<file path="config.mk">
export PLATFORM = sky130hd
export DESIGN_NAME = lcfs_queue
export DESIGN_NICKNAME = d
export VERILOG_FILES = /design/src/rtl/lcfs_pkg.sv /design/src/rtl/lcfs_queue.sv
export SDC_FILE = /design/constraint.sdc
export NUM_CORES = 1
export LEC_CHECK = 0
export BUFFER_PORTS_ARGS = -buffer_cell sky130_fd_sc_hd__buf_2
export CAP_MARGIN = 20
export CORE_MARGIN = 2
export CORE_UTILIZATION = 43
export CTS_CLUSTER_SIZE = 28
export DETAILED_ROUTE_END_ITERATION = 10
export PLACE_DENSITY = 0.65
export SYNTH_ARGS = -nofsm -noshare
export SYNTH_HDL_FRONTEND = slang
export SYNTH_SLANG_ARGS = --single-unit
</file>
<file path="constraint.sdc">
create_clock -name i_clk -period 13.2 [get_ports i_clk]
set_input_delay 2.64 -clock i_clk [delete_from_list [all_inputs] [get_ports i_clk]]
set_output_delay 2.64 -clock i_clk [all_outputs]
set_load 0.005 [all_outputs]
</file>
<file path="src/rtl/lcfs_pkg.sv">
// Shared types and constants for the LED color fade stepper.
// Item structs, opcodes, queue entry and lane control structs; no dependencies.
`default_nettype none

package lcfs_pkg;

    localparam int FRAME_W = 31;

    localparam logic [1:0] OP_QUEUE   = 2'd0;
    localparam logic [1:0] OP_ADVANCE = 2'd1;
    localparam logic [1:0] OP_CLEAR   = 2'd2;
    localparam logic [1:0] OP_SET     = 2'd3;

    typedef struct packed {
        logic [1:0]         opcode;
        logic [7:0]         red_in;
        logic [7:0]         green_in;
        logic [7:0]         blue_in;
        logic [FRAME_W-1:0] frame_in;
        logic [FRAME_W-1:0] now_frame;
    } t_in_item;

    typedef struct packed {
        logic [7:0] red_out;
        logic [7:0] green_out;
        logic [7:0] blue_out;
        logic       busy_res;
        logic       rejected;
    } t_out_item;

    typedef struct packed {
        logic [7:0]         red;
        logic [7:0]         green;
        logic [7:0]         blue;
        logic [FRAME_W-1:0] frame;
    } t_step;

    typedef struct packed {
        logic start;
        logic load;
        logic finish;
        logic force_set;
        logic move;
    } t_lane_cmd;

    typedef struct packed {
        logic       busy;
        logic [7:0] color;
    } t_lane_stat;

endpackage

`default_nettype wire

</file>
<file path="src/rtl/lcfs_queue.sv">
// Step queue: circular buffer of pending fade steps with registered read.
// Depends on lcfs_pkg for the t_step entry type.
`default_nettype none

module lcfs_queue
    import lcfs_pkg::*;
#(
    parameter int DEPTH = 8
) (
    input  wire logic                        i_clk,
    input  wire logic                        i_rst_n,
    input  wire logic                        i_clear,
    input  wire logic                        i_push,
    input  wire t_step                       i_wdata,
    input  wire logic                        i_pop,
    output t_step                            o_rdata,
    output logic [$clog2(DEPTH+1)-1:0]       o_count,
    output logic                             o_full
);

    localparam int CNT_W = $clog2(DEPTH + 1);
    localparam int IDX_W = (DEPTH > 1) ? $clog2(DEPTH) : 1;
    localparam int SUM_W = CNT_W + 1;
    localparam logic [SUM_W-1:0] DEPTH_S = SUM_W'(DEPTH);
    localparam logic [IDX_W-1:0] LAST_IDX = IDX_W'(DEPTH - 1);

    t_step            r_mem [DEPTH];
    t_step            r_rdata;
    logic [IDX_W-1:0] r_head, n_head;
    logic [CNT_W-1:0] r_count, n_count;
    logic [IDX_W-1:0] head_eff;
    logic [CNT_W-1:0] cnt_eff;
    logic [SUM_W-1:0] tail_sum, tail_wrap;
    logic [IDX_W-1:0] wr_idx;

    always_comb begin
        head_eff  = i_clear ? '0 : r_head;
        cnt_eff   = i_clear ? '0 : r_count;
        tail_sum  = SUM_W'(head_eff) + SUM_W'(cnt_eff);
        tail_wrap = (tail_sum >= DEPTH_S) ? tail_sum - DEPTH_S : tail_sum;
        wr_idx    = tail_wrap[IDX_W-1:0];

        n_head  = r_head;
        n_count = r_count;
        if (i_clear) begin
            n_head  = '0;
            n_count = i_push ? CNT_W'(1) : '0;
        end else if (i_push) begin
            n_count = r_count + CNT_W'(1);
        end else if (i_pop) begin
            n_head  = (r_head == LAST_IDX) ? '0 : r_head + IDX_W'(1);
            n_count = r_count - CNT_W'(1);
        end
    end

    always_ff @(posedge i_clk) begin
        if (!i_rst_n) begin
            r_head  <= '0;
            r_count <= '0;
        end else begin
            r_head  <= n_head;
            r_count <= n_count;
        end
    end

    always_ff @(posedge i_clk) begin
        if (i_push) begin
            r_mem[wr_idx] <= i_wdata;
        end
        if (i_pop) begin
            r_rdata <= r_mem[r_head];
        end
    end

    assign o_rdata = r_rdata;
    assign o_count = r_count;
    assign o_full  = (r_count == CNT_W'(DEPTH));

endmodule

`default_nettype wire

</file>
* Yosys cells after proc, flatten, opt, wreduce, memory -nomap -nowiden *
Memory sizes are Yosys's and may differ from the RTL's. A register that Yosys moved wholly into a read port is not among the register bits.
Cells that the tools add are included.

word-level totals
  input port bits = 60
  memories kept = 1
  memory bits (writable) = 440
  output and inout port bits = 60
  logic and storage cells = 26
  register bits after elaboration = 7

memory list
  name   words  width  read ports  clocked after memory_dff  write ports  RTL line          source
  r_mem  8      55     1           1                         1            lcfs_queue.sv:27  t_step r_mem [DEPTH];

cells by class
  order comparisons = 1
  add/subtract/negate cells = 5
  reduce and logical (&&, ||, !) cells = 3
  equal/unequal tests = 2
  multiplexer cells = 10
  bitwise gates (word level) = 2

operators by type and width
  cell                   count
  $mux W4                4
  $mux W3                3
  $add A3 B4 Y5          1
  $ge A5 B4 Y1 const B   1
  $add A4 B1 Y4 const B  1
  $eq A4 B4 Y1 const B   1
  $sub A4 B1 Y4 const B  1
  $add A3 B1 Y3 const B  1
  $eq A3 B3 Y1 const B   1
  $mux W1                3
  $reduce_bool A3 Y1     1
  $sub A3 B1 Y3 const B  1
  $not A1 Y1             2
  $reduce_and A2 Y1      1
  $reduce_or A2 Y1       1

* Depth between registers and ports, before layout *
  word-level depth = 4
  depth in mapped cells = 8
  depth with buffers taken out = 7

* Least setup slack after synthesis *
OpenSTA, ideal clock, no wires.

  kind = input port to flip-flop
  from = input port i_clear
  to = memory r_mem[6][0] (netlist name), enable pin
  stages = 6
  data arrival time = 7.587 ns
  library setup time = 0.536 ns
  required time = 12.664 ns
  path buffers = 0
  path slack = 5.078 ns
  path through = nor2_1 ha_1 inv_1 fa_1 or3_1 nor3_1

on the way
  longest elaborated chain between the ends = 4
  elaborated cells on any way between the ends = 6
  classes of those cells = 2 x add/sub; 1 x order compare; 3 x mux

ends and longest elaborated chain
  element                                        RTL line                            source
  from (decl)                                    lcfs_queue.sv:12                    input wire logic i_clear,
  $mux W3 or $mux W4 (tied branches)             lcfs_queue.sv:37, lcfs_queue.sv:38
  $add A3 B4 Y5 (*)                              lcfs_queue.sv:39                    tail_sum = SUM_W'(head_eff) + SUM_W'(cnt_eff);
  $ge A5 B4 Y1 or $sub A3 B1 Y3 (tied branches)  lcfs_queue.sv:40                    tail_wrap = (tail_sum >= DEPTH_S) ? tail_sum - DEPTH_S : tail_sum;
  $mux W3 (*)                                    lcfs_queue.sv:40
  to (decl)                                      lcfs_queue.sv:27

Every way passes the cells marked *; elsewhere a longest branch is shown, timed or not.

* Final worst setup path *
  from = input port i_clear
  to = memory r_mem[0][38] (netlist name), enable pin

Same word-level chain as after synthesis.

==> results.sh <==
export IMPL_clockRootBuffer="clkbuf_16"
export IMPL_design_area_um2=21600
export IMPL_final_hold_violation_count=0
export IMPL_grt_max_degree=66
export IMPL_synth_seq_area_share=0.801
export IMPL_wl_per_cell_um=22.5
export IMPL_synth_warnings=0
export IMPL_finalNetCount=986
export IMPL_cts_tree="done"
export IMPL_fp_dieW_um=213
export IMPL_yosysTopAreaCellShare=0.794
export IMPL_p_leak_nw=6.85
export IMPL_htreeDepth=2
export IMPL_tightestPinTransition_ps=1050
export IMPL_vias=8112
export IMPL_timing_slew_headroom=0.301
export IMPL_power_per_cell_area_nw_per_um2=152
export IMPL_antenna_found_initial=3
export IMPL_clock_latency_ps=580
export IMPL_regArea_um2=15000
export IMPL_r2r_slack_ps=9360
export IMPL_start_kind="input port"
export IMPL_period_share=0.407
export IMPL_yosys_top_cells_area="edfxtp_1, mux4_2, mux2_2"
export IMPL_cts_max_path_buffers=3
export IMPL_ctsHoldBuffers=0
export IMPL_rows=76
export IMPL_rsz0062_at_grt="no"
export IMPL_overflow=0
export IMPL_clk_pin_slew_ps=60
export IMPL_route_detailed_drc=0
export IMPL_syn_area_um2=18700
export IMPL_synth_cell_type_count=32
export IMPL_cap_violations=0
export IMPL_clock_power_share=0.409
export IMPL_syn_num_nets=831
export IMPL_p_int_mw=2.64
export IMPL_post_cts_resized=0
export IMPL_p_comb_frac=0.041
export IMPL_hpwlAfterDp_mm=19.3
export IMPL_setup_tns_ps=0
export IMPL_setup_violations=0
export IMPL_avgViaCountPerCell=5.26
export IMPL_synth_area_per_cell_um2=24.5
export IMPL_ant_nets=0
export IMPL_cts_buffers=49
export IMPL_place_area_um2=20100
export IMPL_final_core_util=0.502
export IMPL_ios=120
export IMPL_finalCriticalPeriod_ps=5380
export IMPL_grt_pass1_wl_mm=52.5
export IMPL_initial_utilization=0.435
export IMPL_grt_pass1_vias=8614
export IMPL_post_cts_buffers=0
export IMPL_ys_seq_elements=502
export IMPL_fin_skew_ps=28.9
export IMPL_clkSinkCount=502
export IMPL_p_seq_frac=0.551
export IMPL_track_usage=0.158
export IMPL_syn_to_final_growth_pct=15.6
export IMPL_p_sw_uw=649
export IMPL_worstPathRequired_ps=13420
export IMPL_fmax_mhz=186
export IMPL_multi_input_area_um2=3580
export IMPL_coreArea_um2=43100
export IMPL_status="finished, final reports clean"
export IMPL_hold_path_class="register to register"
export IMPL_cp_data_arrival_time_ps=5600
export IMPL_slew_viol_final=0
export IMPL_detail_route_iter0_violations=636
export IMPL_n_fill_cell=3420
export IMPL_wl_mm=34.8
export IMPL_first_pass_iters=5
export IMPL_port_buffers=119
export IMPL_p_sw_frac=0.197
export IMPL_cp_end_kind="register"
export IMPL_die_area_um2=45200
export IMPL_synth_area_leader_cell="edfxtp_1"
export IMPL_synthCells=764
export IMPL_criticalPathCategory="input port to register"
export IMPL_gp_congestion=0.702
export IMPL_drive_gt1_frac=0.401
export IMPL_die_h_um=213
export IMPL_irDropWorstVdd_uv=152
export IMPL_cp_max_fo=28
[power groups by stage]
stage | logic (mW) | registers (mW) | clock network (mW)
finish | 0.134 | 1.81 | 1.34
global route | 0.147 | 1.81 | 1.44
CTS | 0.138 | 1.81 | 1.38
detailed placement | 0.137 | 1.85 | 0
global placement | 0.135 | 1.84 | 0
floorplan | 0.0682 | 1.85 | 0
[registers in the layout (all words and copies together), names as in the netlist]
signal,count
o_rdata,55
o_count,4
r_mem,440
r_head,3
[cells in the mapped netlist (all sizes together)]
cell,number
nor3,6
nor4bb,1
nand2b,4
a21oi,7
o21ai,2
or3,2
nor4b,1
mux2i,2
a211oi,2
fa,2
mux2,55
nor2,5
nand4,1
clkbuf,12
a221o,1
nand3b,3
buf,20
ha,5
nand3,2
nor2b,2
nand4b,1
o21a,1
xnor2,2
mux4,110
inv,5
edfxtp,495
or2,1
dfxtp,7
o211ai,1
nand2,6
[metal layers]
metal	wire length, um	share of wire	track usage
met1	15700	0.45	0.226
met2	16600	0.48	0.249
met3	1610	0.046	0.0268
met4	830	0.024	0.0523
met5	13	0.00037	0
[worst max-delay path, cell delays in order]
cell     delay (ps)
buf_2           150
nor2_1          140
ha_1            160
inv_1            50
fa_1            460
or3_1           550
a21oi_4         890
buf_4           540
[metrics by stage]
step / std cells / hold slack, ps / power (mW) / worst slack [ps]
floorplan: 764 / 523 / 1.91 / 5080
global placement: 1451 / 583 / 1.98 / 7200
detailed placement: 1452 / 578 / 1.98 / 7150
CTS: 1539 / 583 / 3.33 / 7760
global route: 1542 / 620 / 3.40 / 7600
finish: 1542 / 591 / 3.29 / 7820
[area by class of cell]
| cell class | count | area share |
|---|---|---|
| Clock buffer | 64 | 0.0612 |
| Tap cell | 585 | 0.0338 |
| Antenna cell | 2 | 0.000231 |
| Inverter | 5 | 0.000867 |
| Clock inverter | 23 | 0.0102 |
| Sequential cell | 502 | 0.694 |
| Timing Repair Buffer | 136 | 0.0343 |
| Multi-Input combinational cell | 225 | 0.165 |
[logic make-up after synthesis]
kind of cell | count (synthesis) | share of synthesized area
flip-flops | 502 | 0.801
multiplexers | 167 | 0.166
buffers and inverters | 37 | 0.0110
AND/OR/NAND/NOR | 35 | 0.0104
AO/OA/AOI/OAI | 14 | 0.00454
adder cells (fa/ha/maj) | 7 | 0.00548
XOR/XNOR | 2 | 0.000936
[path summary, 6_finish.rpt]
kind / from / endpoint / cells after the start
worst min-delay path: o_count[3] / o_count[3] / 2
worst max register to register: r_head[0] / r_mem[0][38] / 7
worst max-delay path: i_clear / r_mem[0][38] / 8
worst min register to register: o_count[3] / o_count[3] / 2
[placed cells by master, fill, tap and decap left out, drive strengths merged, types with 2 or more instances in the layout]
cell and instances:
ha 5, fa 2, clkbuf 64, bufinv 4
nand2 6, a211oi 2, o21ai 2, nor2 5
nor3 6, buf 136, a21oi 7, mux2 55
inv 5, dfxtp 7, xnor2 2, edfxtp 495
nor2b 2, or3 2, nand3 2, clkinv 19
nand3b 3, nand2b 4, diode 2, mux2i 2
mux4 110
Note: power is estimated with default switching activity, not from simulation.
