**config.mk**
```make
export PLATFORM = sky130hd
export DESIGN_NAME = lcfs_lane
export DESIGN_NICKNAME = d
export VERILOG_FILES = /design/src/rtl/lcfs_pkg.sv /design/src/rtl/lcfs_lane.sv
export SDC_FILE = /design/constraint.sdc
export NUM_CORES = 1
export LEC_CHECK = 0
export BUFFER_PORTS_ARGS = -buffer_cell sky130_fd_sc_hd__buf_2
export CORE_MARGIN = 3
export CORE_UTILIZATION = 39
export DETAILED_ROUTE_END_ITERATION = 8
export GPL_ROUTABILITY_DRIVEN = 0
export PLACE_DENSITY = 0.66
export REMOVE_ABC_BUFFERS = 1
export SLEW_MARGIN = 20
export SYNTH_ARGS = -nofsm -noshare
export SYNTH_HDL_FRONTEND = slang
export SYNTH_SLANG_ARGS = --single-unit
```
**constraint.sdc**
```tcl
create_clock -name i_clk -period 20.1 [get_ports i_clk]
set_clock_uncertainty 0.1 [all_clocks]
set_input_delay 6.03 -clock i_clk [delete_from_list [all_inputs] [get_ports i_clk]]
set_output_delay 6.03 -clock i_clk [all_outputs]
set_load 0.02 [all_outputs]
```
**src/rtl/lcfs_pkg.sv**
```systemverilog
// Shared types and constants for the LED color fade stepper.
// Item structs, opcodes, queue entry and lane control structs; no dependencies.
`default_nettype none

package lcfs_pkg;

    localparam int FRAME_W = 31;

    localparam logic [1:0] OP_QUEUE   = 2'd0;
    localparam logic [1:0] OP_ADVANCE = 2'd1;
    localparam logic [1:0] OP_CLEAR   = 2'd2;
    localparam logic [1:0] OP_SET     = 2'd3;

    typedef struct packed {
        logic [1:0]         opcode;
        logic [7:0]         red_in;
        logic [7:0]         green_in;
        logic [7:0]         blue_in;
        logic [FRAME_W-1:0] frame_in;
        logic [FRAME_W-1:0] now_frame;
    } t_in_item;

    typedef struct packed {
        logic [7:0] red_out;
        logic [7:0] green_out;
        logic [7:0] blue_out;
        logic       busy_res;
        logic       rejected;
    } t_out_item;

    typedef struct packed {
        logic [7:0]         red;
        logic [7:0]         green;
        logic [7:0]         blue;
        logic [FRAME_W-1:0] frame;
    } t_step;

    typedef struct packed {
        logic start;
        logic load;
        logic finish;
        logic force_set;
        logic move;
    } t_lane_cmd;

    typedef struct packed {
        logic       busy;
        logic [7:0] color;
    } t_lane_stat;

endpackage

`default_nettype wire

```
**src/rtl/lcfs_lane.sv**
```systemverilog
// One color channel lane: channel value, delta, accumulator and carry divider.
// Depends on lcfs_pkg for frame width and lane control/status structs.
`default_nettype none

module lcfs_lane
    import lcfs_pkg::*;
(
    input  wire logic               i_clk,
    input  wire logic               i_rst_n,
    input  wire t_lane_cmd          i_cmd,
    input  wire logic [7:0]         i_value,
    input  wire logic [FRAME_W-1:0] i_frames,
    input  wire logic [FRAME_W-1:0] i_span,
    output t_lane_stat              o_stat
);

    localparam int W    = FRAME_W + 10;
    localparam int ST_W = FRAME_W + 2;

    localparam logic [2:0] LN_IDLE = 3'd0;
    localparam logic [2:0] LN_MUL  = 3'd1;
    localparam logic [2:0] LN_SUM  = 3'd2;
    localparam logic [2:0] LN_CHK  = 3'd3;
    localparam logic [2:0] LN_DIV  = 3'd4;
    localparam logic [2:0] LN_DONE = 3'd5;

    logic [2:0]              r_st, n_st;
    logic [7:0]              r_color, n_color;
    logic [7:0]              r_goal, n_goal;
    logic signed [8:0]       r_delta, n_delta;
    logic signed [ST_W-1:0]  r_accum, n_accum;
    logic [FRAME_W-1:0]      r_frames, n_frames;
    logic signed [W-1:0]     r_prod, n_prod;
    logic signed [W-1:0]     r_work, n_work;
    logic [W-1:0]            r_rem, n_rem;
    logic [W-1:0]            r_dsor, n_dsor;
    logic [7:0]              r_q, n_q;
    logic [2:0]              r_cnt, n_cnt;
    logic                    r_neg, n_neg;
    logic signed [W-1:0]     span_w;
    logic signed [ST_W-1:0]  mag;

    always_comb begin
        span_w = $signed(W'(i_span));
        mag    = $signed(ST_W'(r_rem)) + ST_W'(1);

        n_st     = r_st;
        n_color  = r_color;
        n_goal   = r_goal;
        n_delta  = r_delta;
        n_accum  = r_accum;
        n_frames = r_frames;
        n_prod   = r_prod;
        n_work   = r_work;
        n_rem    = r_rem;
        n_dsor   = r_dsor;
        n_q      = r_q;
        n_cnt    = r_cnt;
        n_neg    = r_neg;

        case (r_st)
            LN_IDLE: begin
                if (i_cmd.start) begin
                    n_delta = '0;
                    n_accum = '0;
                end
                if (i_cmd.load) begin
                    n_goal  = i_value;
                    n_delta = $signed({1'b0, i_value}) - $signed({1'b0, r_color});
                    n_accum = '0;
                end
                if (i_cmd.finish) begin
                    n_color = r_goal;
                end
                if (i_cmd.force_set) begin
                    n_color = i_value;
                end
                if (i_cmd.move) begin
                    n_frames = i_frames;
                    n_st     = LN_MUL;
                end
            end
            LN_MUL: begin
                n_prod = $signed({1'b0, r_frames}) * r_delta;
                n_st   = LN_SUM;
            end
            LN_SUM: begin
                n_work = W'(r_accum) + r_prod;
                n_st   = LN_CHK;
            end
            LN_CHK: begin
                n_dsor = W'(i_span) << 7;
                n_q    = '0;
                n_cnt  = 3'd7;
                if (r_work > span_w) begin
                    n_rem = W'(r_work - W'(1));
                    n_neg = 1'b0;
                    n_st  = LN_DIV;
                end else if (r_work < -span_w) begin
                    n_rem = W'(-r_work - W'(1));
                    n_neg = 1'b1;
                    n_st  = LN_DIV;
                end else begin
                    n_accum = ST_W'(r_work);
                    n_st    = LN_IDLE;
                end
            end
            LN_DIV: begin
                if (r_rem >= r_dsor) begin
                    n_rem = r_rem - r_dsor;
                    n_q   = {r_q[6:0], 1'b1};
                end else begin
                    n_q   = {r_q[6:0], 1'b0};
                end
                n_dsor = r_dsor >> 1;
                n_cnt  = r_cnt - 3'd1;
                if (r_cnt == 3'd0) begin
                    n_st = LN_DONE;
                end
            end
            LN_DONE: begin
                n_accum = r_neg ? -mag : mag;
                n_color = r_neg ? r_color - r_q : r_color + r_q;
                n_st    = LN_IDLE;
            end
            default: begin
                n_st = LN_IDLE;
            end
        endcase
    end

    always_ff @(posedge i_clk) begin
        if (!i_rst_n) begin
            r_st    <= LN_IDLE;
            r_color <= '0;
            r_goal  <= '0;
            r_delta <= '0;
            r_accum <= '0;
        end else begin
            r_st    <= n_st;
            r_color <= n_color;
            r_goal  <= n_goal;
            r_delta <= n_delta;
            r_accum <= n_accum;
        end
    end

    always_ff @(posedge i_clk) begin
        r_frames <= n_frames;
        r_prod   <= n_prod;
        r_work   <= n_work;
        r_rem    <= n_rem;
        r_dsor   <= n_dsor;
        r_q      <= n_q;
        r_cnt    <= n_cnt;
        r_neg    <= n_neg;
    end

    assign o_stat.busy  = (r_st != LN_IDLE);
    assign o_stat.color = r_color;

endmodule

`default_nettype wire

```
# Word-level counts from Yosys, hierarchy flattened

Index checks and enable logic that the tools add are counted.

Flip-flop bits (word level): 268
Input bits: 77

Add/subtract/negate cells: 12
Multipliers: 1
$lt $le $gt $ge: 3
Eq/ne operators: 13
Multiplexer cells: 26
Reduce and logical (&&, ||, !) cells: 16

Operators by type and width:

| kind                  | number |
|---|---|
| $mux 33               | 5 |
| $pmux 41 s2           | 2 |
| $mux 41               | 3 |
| $pmux 33 s3           | 1 |
| $sub 41x2->41 const B | 2 |
| $add 33x41->41        | 1 |
| $ge 41x41->1          | 1 |
| $gt 41x32->1          | 1 |
| $lt 41x41->1          | 1 |
| $mul 32x9->41         | 1 |
| $neg 31->41           | 1 |
| $neg 41->41           | 1 |
| $sub 41x41->41        | 1 |
| $add 33x2->33 const B | 1 |
| $neg 33->33           | 1 |
| $pmux 8 s2            | 2 |
| $mux 8                | 3 |
| $mux 9                | 2 |
| $pmux 3 s5            | 1 |
| $mux 3                | 4 |
| $reduce_and 2->1      | 6 |
| $ne 2x2->1 const B    | 5 |
| $ne 3x3->1 const B    | 3 |
| $sub 8x8->9           | 1 |
| other kinds (13)      | 21 |

# Logic depth before layout (Yosys ltp)

Depth in word-level cells: 5
Gate-level depth with buffers: 22
Depth with buffers taken out: 21

# Worst setup path after synthesis

OpenSTA, ideal clock, no wires.

Kind: input port to flip-flop
From: input port i_span[2]
To: register r_rem[0], enable pin
Arrival: 10681 ps
Data required time: 19552 ps
Path slack: 8871 ps
Cell stages on the path: 17
Buffers on the path: 0
Path through: inv_1 nand4_1 nor4_1 nand3_1 nor4_1 nand2_1 nor2_1 xnor2_1 ha_1 and4_1 nor3b_1 nand2_1 a2111oi_0 nor2_1 xor2_1 a21oi_1 o21bai_1

Longest elaborated chain between the ends: 4

Ends and longest elaborated chain:

| what                           | line             | RTL |
|---|---|---|
| start: declaration             | lcfs_lane.sv:13  | `input wire logic [FRAME_W-1:0] i_span,` |
| $neg 31->41                    | lcfs_lane.sv:99  | `end else if (r_work < -span_w) begin` |
| $lt 41x41->1                   | lcfs_lane.sv:99  |  |
| $ne 3x3->1 (no line) (*)       | --               |  |
| $reduce_and 3->1 (no line) (*) | --               |  |
| end signal: assignment         | lcfs_lane.sv:152 | `r_rem <= n_rem;` |
| end: declaration               | lcfs_lane.sv:35  | `logic [W-1:0] r_rem, n_rem;` |

Mark *: on every way between the ends. The rest lies on a longest branch, timed or not.
A chain may end at the register's enable or synchronous reset.

# Final worst setup path

From: input port i_span[2]
To: register r_accum[29]

Longest elaborated chain between the ends: 4

Ends and longest elaborated chain:

| what                           | line             | RTL |
|---|---|---|
| $neg 31->41                    | lcfs_lane.sv:99  |  |
| $lt 41x41->1                   | lcfs_lane.sv:99  |  |
| $ne 2x2->1 (no line)           | --               |  |
| $reduce_and 4->1 (no line) (*) | --               |  |
| end signal: assignment         | lcfs_lane.sv:144 | `r_accum <= n_accum;` |
| end: declaration               | lcfs_lane.sv:31  | `logic signed [ST_W-1:0] r_accum, n_accum;` |

Marks and branches as above.

==> flow_metrics.tcl <==
set metrics [dict create \
    status "finished, final reports clean" \
    areaGrowthSynthToFinish_pct 9.06 \
    nets 3634 \
    wire_per_inst_um 17.5 \
    clk_latency_ps 580 \
    gr-total-overflow 0 \
    netlist-cell-type-count 82 \
    drv_slew 0 \
    rows 97 \
    rsz0062_at_grt "no" \
    r2r-start "r_delta[2]" \
    hold_path.class "flip-flop to flip-flop" \
    arrival_ps 11810 \
    grt_pass1_vias 21723 \
    clock-sinks 265 \
    cts-resized-gates 0 \
    synth.cell_area_um2 28100 \
    yosysWarnings 0 \
    finalSetupTns_ps 0 \
    critPathBufInv 5 \
    h-tree-depth 2 \
    ir_worst_vdd_uv 51.7 \
    reg2reg_depth 19 \
    ctsHoldBuffers 0 \
    syn-instance-count 3056 \
    final_util 0.434 \
    total_power_mw 2.30 \
    timing_worst_setup_path_type "input pin to flip-flop" \
    post_cts.repair.setup_buffers 0 \
    clk_path_buf_depth 3 \
    die_height_um 275 \
    cts-root-buf "clkbuf_16" \
    post-place-ws_ps 8150 \
    setup_viol 0 \
    drc 0 \
    hpwl_mm 55.7 \
    wirelength_mm 71.0 \
    ys_seq_area_frac 0.261 \
    io_pins 86 \
    start_kind "input pin" \
    die_w_um 275 \
    io_buffers 85 \
    grt_max_degree 93 \
    avgSynthCellArea_um2 9.21 \
    maxCapViolCount 0 \
    track_usage 0.190 \
    crit_path_frequent_cell "buf_4" \
    dieArea_um2 75400 \
    vias 21932 \
    reg2reg_slack_ps 13680 \
    placed_area_um2 29500 \
    post-route-cell-area_um2 30700 \
    max_freq_mhz 86.9 \
    grt_pass1_wl_mm 116 \
    crit_cells 21 \
    ys.flop_type "edfxtp_1" \
    period_needed_ps 11510 \
    post-route-period-util 0.573 \
    worstPathCellList "buf_2 > inv_1 > nand4_1 > nor4_1 > buf_4 > nand3_1 > nor4_1 > nand2_1 > nor2_1 > xnor2_1 > ha_1 > and4_1 > nor3b_1 > nand2_1 > a2111oi_0 > buf_4 > or3_1 > nand3_1 > buf_4 > a221oi_1 > nor3_1" \
    avgViaCountPerCell 5.42 \
    crit_path_end "r_accum[29]" \
    dp.cells 3982 \
    synth-edff-count 204 \
    critical_path.slowest_cell "nor4_1" \
    hold_viol 0 \
    cts-buffers-inserted 36 \
    worst_slew_pin_slew_ps 1100 \
    cp-end-kind "flip-flop" \
    critPathMaxStageDelay_ps 710 \
    required_ps 20400 \
    r2r-end "r_prod[39]" \
    drive_gt1_frac 0.0692 \
    ys_ff_latch 265 \
    path_delay_family "simple AND/OR/NAND/NOR gates" \
    cts_tree "done" \
    ant_nets 0 \
    clkTransAtPathRegs_ps 60 \
    antenna_found_initial 4 \
    start_util 0.398 \
    core_um2 70800 \
    timing.final.ws_setup_ps 8590 \
    power.density_nw_per_um2 74.9 \
    critPathLaunch "i_span[2]" \
    drt_iter0_drc 1375 \
    final_cells 4050 \
    maxSlewHeadroom 0.263 \
    ys_async_sr_fraction 0 \
    hold_slack_ps 353 \
    drt_pass1_iterations 5 \
    cp_max_fo 30 \
    leakagePower_nw 13.7 \
]
==> registers in the layout, indices dropped and copies added (netlist names), 3 cells and up <==
name,count
r_work,41
r_delta,9
r_frames,31
r_st,3
r_q,8
r_prod,41
r_goal,8
r_accum,33
r_dsor,38
r_cnt,3
r_color,8
r_rem,41
==> kinds of logic (layout without fill, tap and decap cells) <==
group | after synthesis | count (layout) | share of synthesized area
AO/OA/AOI/OAI | 646 | 646 | 0.149
flip-flops | 265 | 265 | 0.261
XOR/XNOR | 240 | 240 | 0.0747
buffers and inverters | 375 | 425 | 0.0508
adder cells (fa/ha/maj) | 477 | 477 | 0.268
multiplexers | 39 | 39 | 0.0139
other | 0 | 4 | 0
AND/OR/NAND/NOR | 1014 | 1014 | 0.182
==> layout by cell type (no fill, tap or decap), types with 26 or more instances in the layout <==
cell type / n
nand2_1: 313
buf_2: 85
nor3_1: 78
nand4_1: 39
nor2_1: 160
ha_1: 269
and2_1: 156
o21ai_0: 129
edfxtp_1: 204
nor4_1: 32
fa_1: 208
xor2_1: 95
xnor2_1: 145
buf_4: 26
inv_1: 248
a211oi_1: 26
dfxtp_1: 61
a31oi_1: 50
clkbuf_16: 37
and3_1: 31
nand3_1: 51
mux2i_1: 39
a21oi_1: 170
a21o_1: 80
nor2b_1: 44
==> metal layers <==
layer  vias up  track usage  share of wire
li1      10813            -              -
met1     10496        0.259           0.45
met2       526        0.315           0.47
met3        97       0.0238          0.057
met4         0       0.0595          0.027
met5         -            0              0
==> worst min-delay path by stage <==
stage / cells after the start / endpoint / slack [ps] / start
finish: 2 / r_goal[4] / 350 / r_goal[4]
global placement: 2 / r_goal[5] / 340 / r_goal[5]
floorplan: 2 / r_goal[0] / 340 / r_goal[0]
global route: 2 / r_goal[7] / 370 / r_goal[7]
CTS: 2 / r_goal[3] / 350 / r_goal[3]
detailed placement: 2 / r_goal[3] / 350 / r_goal[3]
==> worst register-to-register path, cell delays in order, from the launching register on <==
cell and delay, ps:
dfxtp_1 310, buf_4 340, nand2_1 170, fa_1 550, inv_1 50, fa_1 540, fa_1 440, fa_1 490
ha_1 310, ha_1 390, a21oi_1 170, o21bai_1 80, a2111oi_0 460, o21bai_1 150, a21o_1 220, a211oi_1 510
o31ai_1 260, a311oi_1 380, o21bai_1 110, xor2_1 150
==> synth_stat cells (all sizes together), types with 39 or more instances <==
master / count / area [um^2]
a31oi: 51 / 325
clkbuf: 102 / 383
nor3: 80 / 410
nor2: 163 / 624
o21ai: 132 / 664
edfxtp: 204 / 6130
fa: 208 / 4160
xor2: 95 / 832
inv: 248 / 931
ha: 269 / 3370
nand2: 315 / 1180
and2: 160 / 1000
a21oi: 170 / 851
dfxtp: 61 / 1220
nor2b: 44 / 275
a21o: 80 / 601
xnor2: 145 / 1270
nand4: 39 / 244
nand3: 53 / 275
mux2i: 39 / 390
==> power breakdown <==
group	switching, mW	internal (mW)	total, mW
Combinational	0.503	0.377	0.880
Sequential	0.0708	0.686	0.757
Clock	0.265	0.396	0.662
Total	0.839	1.46	2.30
==> cell type report <==
cell class	count	area, um^2
clock buffer	43	968
timing repair buffer	111	621
tap	940	1180
antenna	4	10.0
inverter	250	938
multi-input combinational	2416	19400
clock inverter	21	230
sequential	265	7350
fill	6809	40100
(Power assumes the default switching activity.)
